**config.mk**
```make
export PLATFORM = sky130hd
export DESIGN_NAME = wti_alu
export DESIGN_NICKNAME = d
export VERILOG_FILES = /design/src/sv/wti_pkg.sv /design/src/sv/wti_alu.sv
export SDC_FILE = /design/constraint.sdc
export NUM_CORES = 2
export LEC_CHECK = 0
export ABC_CLOCK_PERIOD_IN_PS = 28900
export BUFFER_PORTS_ARGS = -buffer_cell sky130_fd_sc_hd__clkbuf_2
export CAP_MARGIN = 20
export CORE_UTILIZATION = 50
export DETAILED_ROUTE_END_ITERATION = 8
export PLACE_DENSITY = 0.67
export SLEW_MARGIN = 25
export SYNTH_ARGS = -nofsm -noshare
export SYNTH_HDL_FRONTEND = slang
export SYNTH_SLANG_ARGS = --single-unit
```
**constraint.sdc**
```tcl
create_clock -name clk -period 28.9 [get_ports clk]
set_input_delay 5.78 -clock clk [delete_from_list [all_inputs] [get_ports clk]]
set_output_delay 5.78 -clock clk [all_outputs]
set_load 0.02 [all_outputs]
```
**src/sv/wti_pkg.sv**
```systemverilog
// shared types, constants and saturating helpers for the modal integrator
`default_nettype none
package wti_pkg;

	localparam int DefMaxModes = 64;
	localparam int IdxW = 6;
	localparam int ThetaW = 31;
	localparam int DtW = 40;
	localparam int CfgW = 40;
	localparam int InDataW = 168;
	localparam int OutDataW = 264;

	localparam logic [ThetaW-1:0] ThetaReset = 31'd375809638;
	localparam logic [DtW-1:0] DtReset = 40'd1099511628;
	localparam logic signed [63:0] TwoPiQ60 = 64'sh6487ED5110B4611A;
	localparam logic signed [63:0] SixQ32 = 64'sh0000_0006_0000_0000;
	localparam logic signed [63:0] ThreeQ32 = 64'sh0000_0003_0000_0000;
	localparam logic signed [63:0] SixInt = 64'sd6;
	localparam logic signed [63:0] SMax = 64'sh7FFF_FFFF_FFFF_FFFF;
	localparam logic signed [63:0] SMin = 64'sh8000_0000_0000_0000;

	// configuration register indexes
	localparam logic CFG_THETA = 1'b0;
	localparam logic CFG_DT = 1'b1;

	// input command codes
	localparam logic CMD_INIT = 1'b0;
	localparam logic CMD_STEP = 1'b1;

	typedef enum logic [1:0] {AK_MUL, AK_DIV, AK_IDIV} alu_kind_t;

	typedef struct packed {
		logic start;
		alu_kind_t kind;
		logic [5:0] sh;
	} alu_req_t;

	typedef enum logic [2:0] {AL_IDLE, AL_MUL, AL_NEG, AL_RND, AL_SHF, AL_DIV, AL_DFIN}
		alu_state_t;

	typedef enum logic [2:0] {ST_IDLE, ST_READ, ST_ISSUE, ST_WAIT, ST_WRITE, ST_OUT}
		seq_state_t;

	typedef enum logic [4:0] {
		OP_W, OP_W2, OP_TAU, OP_TAU2, OP_DEN0, OP_DEN, OP_PF, OP_PW, OP_WT, OP_Q,
		OP_S6, OP_DA, OP_R, OP_RA, OP_VEL, OP_DV, OP_DD, OP_D6, OP_DIS
	} op_t;

	// saturating signed add
	function automatic logic signed [63:0] sat_add(logic signed [63:0] a,
			logic signed [63:0] b);
		logic signed [63:0] s;
		begin
			s = a + b;
			if (a[63] == b[63] && s[63] != a[63])
				sat_add = a[63] ? SMin : SMax;
			else
				sat_add = s;
		end
	endfunction

	// saturating signed subtract
	function automatic logic signed [63:0] sat_sub(logic signed [63:0] a,
			logic signed [63:0] b);
		logic signed [63:0] s;
		begin
			s = a - b;
			if (a[63] != b[63] && s[63] != a[63])
				sat_sub = a[63] ? SMin : SMax;
			else
				sat_sub = s;
		end
	endfunction

	// magnitude of a signed word as unsigned
	function automatic logic [63:0] mag(logic signed [63:0] x);
		begin
			mag = x[63] ? 64'(-x) : 64'(x);
		end
	endfunction

endpackage
`default_nettype wire

```
**src/sv/wti_alu.sv**
```systemverilog
// shared bit-serial multiplier with rounding and restoring divider, both saturating
`default_nettype none
module wti_alu
	import wti_pkg::*;
(
	input wire logic clk,
	input wire logic arst_n,
	input wire alu_req_t req,
	input wire logic signed [63:0] x,
	input wire logic signed [63:0] y,
	output logic done,
	output logic signed [63:0] res
);

	alu_state_t st_q, st_d;
	logic [63:0] ca_q;
	logic [127:0] prod_q;
	logic neg_q;
	logic [5:0] sh_q;
	logic [6:0] cnt_q;
	logic [63:0] dv_q;
	logic [127:0] num_q;
	logic [63:0] rem_q;
	logic [63:0] quo_q;
	logic over_q;
	logic done_q;
	logic signed [63:0] res_q;

	logic [64:0] msum;
	logic [64:0] rs;
	logic qbit;
	logic signed [127:0] shifted;
	logic [63:0] limit;
	logic div_zero;

	assign done = done_q;
	assign res = res_q;
	assign div_zero = (y == 64'sd0);

	// serial step arithmetic
	always_comb begin
		msum = {1'b0, prod_q[127:64]} + (prod_q[0] ? {1'b0, ca_q} : 65'd0);
		rs = {rem_q, num_q[127]};
		qbit = (rs >= {1'b0, dv_q});
		shifted = $signed(prod_q) >>> sh_q;
		limit = neg_q ? 64'h8000_0000_0000_0000 : 64'h7FFF_FFFF_FFFF_FFFF;
	end

	// next state
	always_comb begin
		st_d = st_q;
		case (st_q)
			AL_IDLE: begin
				if (req.start) begin
					if (req.kind == AK_MUL)
						st_d = AL_MUL;
					else if (!div_zero)
						st_d = AL_DIV;
				end
			end
			AL_MUL: if (cnt_q == 7'd0) st_d = AL_NEG;
			AL_NEG: st_d = AL_RND;
			AL_RND: st_d = AL_SHF;
			AL_SHF: st_d = AL_IDLE;
			AL_DIV: if (cnt_q == 7'd0) st_d = AL_DFIN;
			AL_DFIN: st_d = AL_IDLE;
			default: st_d = AL_IDLE;
		endcase
	end

	always_ff @(posedge clk or negedge arst_n) begin
		if (!arst_n) begin
			st_q <= AL_IDLE;
			done_q <= 1'b0;
		end else begin
			st_q <= st_d;
			done_q <= (st_q == AL_SHF) || (st_q == AL_DFIN) ||
				(st_q == AL_IDLE && req.start && req.kind != AK_MUL && div_zero);
		end
	end

	// datapath
	always_ff @(posedge clk) begin
		case (st_q)
			AL_IDLE: begin
				neg_q <= x[63] ^ y[63];
				sh_q <= req.sh;
				ca_q <= mag(x);
				prod_q <= {64'd0, mag(y)};
				dv_q <= mag(y);
				rem_q <= '0;
				quo_q <= '0;
				over_q <= 1'b0;
				if (req.kind == AK_MUL) begin
					cnt_q <= 7'd63;
				end else begin
					cnt_q <= 7'd127;
				end
				if (req.kind == AK_DIV)
					num_q <= {32'd0, mag(x), 32'd0};
				else
					num_q <= {64'd0, mag(x)};
				if (x > 64'sd0)
					res_q <= SMax;
				else if (x < 64'sd0)
					res_q <= SMin;
				else
					res_q <= 64'sd0;
			end
			AL_MUL: begin
				prod_q <= {msum, prod_q[63:1]};
				cnt_q <= cnt_q - 7'd1;
			end
			AL_NEG: if (neg_q) prod_q <= ~prod_q + 128'd1;
			AL_RND: prod_q <= prod_q + (128'd1 << (sh_q - 6'd1));
			AL_SHF: begin
				if (shifted[127:64] != {64{shifted[63]}})
					res_q <= shifted[127] ? SMin : SMax;
				else
					res_q <= shifted[63:0];
			end
			AL_DIV: begin
				rem_q <= qbit ? 64'(rs - {1'b0, dv_q}) : rs[63:0];
				num_q <= {num_q[126:0], 1'b0};
				if (cnt_q[6])
					over_q <= over_q | qbit;
				else
					quo_q <= {quo_q[62:0], qbit};
				cnt_q <= cnt_q - 7'd1;
			end
			AL_DFIN: begin
				if (over_q || quo_q > limit)
					res_q <= neg_q ? SMin : SMax;
				else
					res_q <= neg_q ? -$signed(quo_q) : $signed(quo_q);
			end
			default: ;
		endcase
	end

endmodule
`default_nettype wire

```
== Yosys cells after proc, flatten, opt, wreduce, memory -nomap -nowiden ==
Cells that the tools add are included.

* Register bits: 595
* Bits of input ports: 139
* Output and inout port bits: 65
* Word-level logic and storage cells: 95

* $add $sub $neg: 9
* Order comparisons: 4
* Eq/ne operators: 15
* Shift-type cells: 2
* Muxes and demuxes: 29
* Bitwise operators: 3
* Reductions and logical operators: 20

{| class="wikitable"
|+ Operators by type and width
! cell !! number
|-
| 2-to-1 mux 64 bit || 12
|-
| case mux 128 bit (4 select lines) || 1
|-
| case mux 128 bit (2 select lines) || 1
|-
| case mux 64 bit (2 select lines) || 2
|-
| negation 64 bit || 3
|-
| case mux 64 bit (3 select lines) || 1
|-
| adder 128 x 1 -> 128 bit, second input constant || 1
|-
| adder 128 bit || 1
|-
| 2-to-1 mux 128 bit || 1
|-
| inverter 128 bit || 1
|-
| << shifter 1 x 6 -> 128 bit, first input constant || 1
|-
| >>> shifter 128 x 6 -> 128 bit || 1
|-
| 2-to-1 mux 96 bit || 1
|-
| adder 64 x 64 -> 65 bit || 1
|-
| >= comparator 65 x 64 -> 1 bit || 1
|-
| greater-than comparator 64 x 1 -> 1 bit, second input constant || 1
|-
| greater-than comparator 64 bit || 1
|-
| zero test 64 bit || 1
|-
| < comparator 64 x 1 -> 1 bit, second input constant || 1
|-
| != test 64 bit || 1
|-
| subtractor 64 bit || 1
|-
| 2-to-1 mux 3 bit || 5
|-
| case mux 3 bit (5 select lines) || 1
|-
| case mux 7 bit (2 select lines) || 1
|-
| 24 further kinds || 40
|}

== Longest topological paths before layout ==
* Depth after elaboration: 5
* Depth in mapped cells: 29
* Mapped depth without buffers: 17

== Worst setup path before layout ==
No wires, ideal clock.

* Kind: reg-to-reg
* Start point: register st_q[1]
* End point: register num_q[0] (enable)
* Setup time: 0.980 ns
* Arrival time: 13.981 ns
* Data required time: 27.920 ns
* Path slack: 13.939 ns
* Stages on the path, launching flop included: 5
* Buffers on the path: 3
* Period minus slack after synthesis: 14.961 ns
* Cells stage by stage: dfrtp_1 > clkbuf_1 > clkbuf_1 > buf_1 > nor3_1

* Cells in the longest elaborated chain, start to end: 2
* Elaborated cells between the ends (all ways): 3
* Those cells by class: eq/ne (1); reduce/logical (2)

{| class="wikitable"
|+ Ends and longest elaborated chain
! element !! RTL line !! text
|-
| start: declaration || wti_alu.sv:15 || <nowiki>alu_state_t st_q, st_d;</nowiki>
|-
| start signal: assignment || wti_alu.sv:76 || <nowiki>st_q <= st_d;</nowiki>
|-
| equality test 3 bit / zero test 3 bit (equally long branches) || wti_alu.sv:84 || <nowiki>case (st_q)</nowiki>
|-
| nonzero test 2 bit (no line) (*) || - ||
|-
| end signal: assignment || wti_alu.sv:100 || <nowiki>num_q <= {32'd0, mag(x), 32'd0};</nowiki>
|-
| end signal: assignment || wti_alu.sv:102 || <nowiki>num_q <= {64'd0, mag(x)};</nowiki>
|-
| end signal: assignment || wti_alu.sv:124 || <nowiki>num_q <= {num_q[126:0], 1'b0};</nowiki>
|-
| end: declaration || wti_alu.sv:22 || <nowiki>logic [127:0] num_q;</nowiki>
|}

Every way passes the cells marked *; elsewhere a longest branch is shown, timed or not.
A chain may end at the register's enable or synchronous reset.

== Final worst setup path ==
* Start point: input x[10]
* End point: register res_q[39], in the netlist res[39], data pin

* Cells in the longest elaborated chain, start to end: 3

{| class="wikitable"
|+ Ends and longest elaborated chain
! element !! RTL line !! text
|-
| start: declaration || wti_alu.sv:9 || <nowiki>input wire logic signed [63:0] x,</nowiki>
|-
| greater-than comparator 64 x 1 -> 1 bit || wti_alu.sv:103 || <nowiki>if (x > 64'sd0)</nowiki>
|-
| 2-to-1 mux 64 bit || wti_alu.sv:103 ||
|-
| case mux 64 bit (3 select lines) || wti_alu.sv:84 ||
|-
| end signal: assignment || wti_alu.sv:104 || <nowiki>res_q <= SMax;</nowiki>
|-
| end signal: assignment || wti_alu.sv:106 || <nowiki>res_q <= SMin;</nowiki>
|-
| end signal: assignment || wti_alu.sv:118 || <nowiki>res_q <= shifted[127] ? SMin : SMax;</nowiki>
|-
| end: declaration || wti_alu.sv:27 || <nowiki>logic signed [63:0] res_q;</nowiki>
|}

No other way between the ends.

==> flow_metrics.tcl <==
set metrics [dict create \
    stdcell_area_sq_mm 0.0612 \
    cts_tree "yes" \
    outcome "finished, final reports clean" \
    num_rows 123 \
    finalPower_mw 8.24 \
    min_path_type "register to register" \
    dieWidth_microns 340 \
    cts.sinks 595 \
    switching_share_pct 51.3 \
    syn_nets 6897 \
    gp_congestion 1.01 \
    tns_ns 0 \
    power.density_mw_per_mm2 135 \
    syn_inst 6493 \
    fin_ws_ns 18.83 \
    drt_first_pass_iters 9 \
    endpoint_kind "register" \
    syn_area_sq_mm 0.0570 \
    cts_resized 0 \
    pwr-share-clk_pct 11.9 \
    dp_hpwl_microns 160000 \
    wl_microns 213000 \
    grt_pass1_vias 49054 \
    clock_skew_ns 0.0400 \
    cts-root-buf "clkbuf_16" \
    drive_gt1_share_pct 11.5 \
    final_nets 6763 \
    drv_slew 0 \
    internal-power_mw 4.02 \
    wire_per_inst_microns 26.9 \
    synth_area_per_cell_sq_um 8.78 \
    syn_to_final_growth_pct 7.44 \
    p_comb_share_pct 62.2 \
    grt_first_pass_wirelength_microns 317000 \
    worst_pin_slew_ns 1.05 \
    criticalPathCategory "primary input to register" \
    cp-start-kind "primary input" \
    cts_buffers 74 \
    yosysUniqueCellTypes 97 \
    antenna_found_initial 9 \
    cp_max_fo 28 \
    grt_usage_pct 35.7 \
    fin_crit_sh_pct 34.8 \
    ant_nets 0 \
    power_frac_seq_pct 25.9 \
    core_area_sq_mm 0.113 \
    num_io_pins 204 \
    dpl_cell_area_sq_mm 0.0587 \
    power.switching_mw 4.23 \
    ys_warn_count 0 \
    async_flop_share_pct 0.672 \
    ys_seq_area_share_pct 31.3 \
    vias 53966 \
    initial_utilization_pct 50.5 \
    clk_path_buf_depth 3 \
    finalHoldViolations 0 \
    drcViolationCount 0 \
    die_y_microns 340 \
    synthFlopType "edfxtp_1" \
    io_buffer_count 203 \
    worst_ep_arrival_time_ns 10.50 \
    grt_start_max_net_pins 161 \
    viasPerCell 6.81 \
    grt-ovfl-total 0 \
    h-tree-depth 3 \
    cap_violations 0 \
    layout_min_cycle_time_ns 10.07 \
    ys_ff_latch 595 \
    fmax_mhz 99.3 \
    cts_setup_buffers 0 \
    slew-limit-headroom_pct 28.2 \
    rsz0062_at_grt "false" \
    die_area_sq_mm 0.115 \
    reg2reg_slack_ns 20.96 \
    path_clk_slew_ns 0.06 \
    dp_slack_ns 18.23 \
    synth_edf_count 591 \
    setup_viol 0 \
    insertion_delay_ns 0.69 \
    drt_iter0_markers 7186 \
    cts-hold-fix-buffers 0 \
    peakVddDrop_uv 78.6 \
    cp.required_ns 29.33 \
    p_leak_nw 23.9 \
]
==> cells in the final DEF (no fill, tap or decap), types with 55 or more instances in the layout <==
cell / instances
a211o_1: 60
a211oi_1: 62
a21o_1: 154
a21oi_1: 401
a31oi_1: 63
and2_1: 93
and3_1: 139
buf_4: 80
clkbuf_16: 75
clkbuf_2: 203
edfxtp_1: 591
ha_1: 262
inv_1: 188
mux2_2: 71
mux2i_1: 214
mux4_2: 153
nand2_1: 620
nand3_1: 139
nand4_1: 98
nor2_1: 626
nor3_1: 147
nor4_1: 71
o21ai_0: 391
o21bai_1: 55
o22ai_1: 58
o31ai_1: 75
or3_1: 75
xnor2_1: 271
xor2_1: 143
==> registers in the layout (all words and copies together), names as in the netlist <==
name,flops
quo_q,64
prod_q,128
cnt_q,7
num_q,128
done,1
rem_q,64
res,64
sh_q,6
dv_q,64
neg_q,1
ca_q,64
over_q,1
st_q,3
==> power by group through the flow <==
stage / clock network [mW] / registers [mW] / logic [mW]
after CTS: 0.989 / 2.11 / 5.00
after global placement: 0 / 2.11 / 4.93
final: 0.978 / 2.13 / 5.13
after floorplan: 0 / 1.94 / 3.65
after global routing: 1.01 / 2.17 / 5.49
after detailed placement: 0 / 2.12 / 4.97
==> worst max-delay path, stage by stage <==
cell,delay (ns)
clkbuf_2,0.11
or4_1,0.55
or4_1,0.47
or3_1,0.46
nor2_1,0.16
nand4_1,0.19
or3_1,0.43
o31ai_1,0.24
buf_4,0.22
a21boi_0,0.19
a22o_1,0.55
o21ai_4,0.38
buf_4,0.35
a2111o_1,0.38
==> per-layer routing <==
| layer | part of all wire (%) | GRT usage [%] | wire length [microns] | up-vias |
|---|---|---|---|---|
| met5 | 0.013 | 0 | 27 | - |
| met4 | 4.1 | 13.4 | 8740 | 4 |
| met3 | 10 | 6.05 | 21300 | 424 |
| met2 | 43 | 53.4 | 92400 | 3027 |
| met1 | 42 | 51.4 | 90400 | 26165 |
| li1 | - | - | - | 24346 |
==> final timing paths <==
kind                       startpoint    endpoint  depth (start not counted)
setup / recovery                x[10]     res[39]                         14
hold / removal              num_q[28]   num_q[29]                          2
setup reg to reg              sh_q[0]  prod_q[68]                         16
hold reg to reg             num_q[28]   num_q[29]                          2
max in group asynchronous      arst_n     st_q[2]                          1
min in group asynchronous      arst_n     st_q[0]                          1
==> cell type report <==
type	count	area, sq um
Fill cell	10430	51600
Multi-Input combinational cell	5207	36600
Sequential cell	595	17900
Clock buffer	80	1910
Tap cell	1500	1880
Timing Repair Buffer	286	1660
Inverter	195	739
Clock inverter	55	598
Antenna cell	1	2.50
==> logic make-up after synthesis <==
group | Yosys count | synth area share (%)
xor gates and xnor gates | 414 | 6.36
adders and majority gates | 265 | 5.86
and+or+nand+nor | 2290 | 19.5
AOI/OAI and AO/OA | 1800 | 21.1
muxes | 438 | 11.2
buffers and inverters | 691 | 4.68
DFF | 595 | 31.3
==> synth_stat cells, types with 143 or more instances <==
| library cell | count | area share [%] |
|---|---|---|
| a21o_1 | 155 | 2.0 |
| a21oi_1 | 402 | 3.5 |
| clkbuf_1 | 403 | 2.7 |
| edfxtp_1 | 591 | 31 |
| ha_1 | 262 | 5.8 |
| inv_1 | 191 | 1.3 |
| mux2i_1 | 214 | 3.8 |
| mux4_2 | 153 | 6.0 |
| nand2_1 | 623 | 4.1 |
| nor2_1 | 631 | 4.2 |
| nor3_1 | 150 | 1.3 |
| o21ai_0 | 393 | 3.5 |
| xnor2_1 | 271 | 4.2 |
| xor2_1 | 143 | 2.2 |
==> through the flow <==
step | utilization [%] | instances | hold WS [ns]
finish | 54.3 | 7919 | 0.523
global route | 54.3 | 7919 | 0.545
CTS | 54.3 | 7918 | 0.522
detailed placement | 52.1 | 7783 | 0.511
global placement | 52.1 | 7783 | 0.493
floorplan | - | 6493 | 0.484
Note: power is estimated with default switching activity, not from simulation.
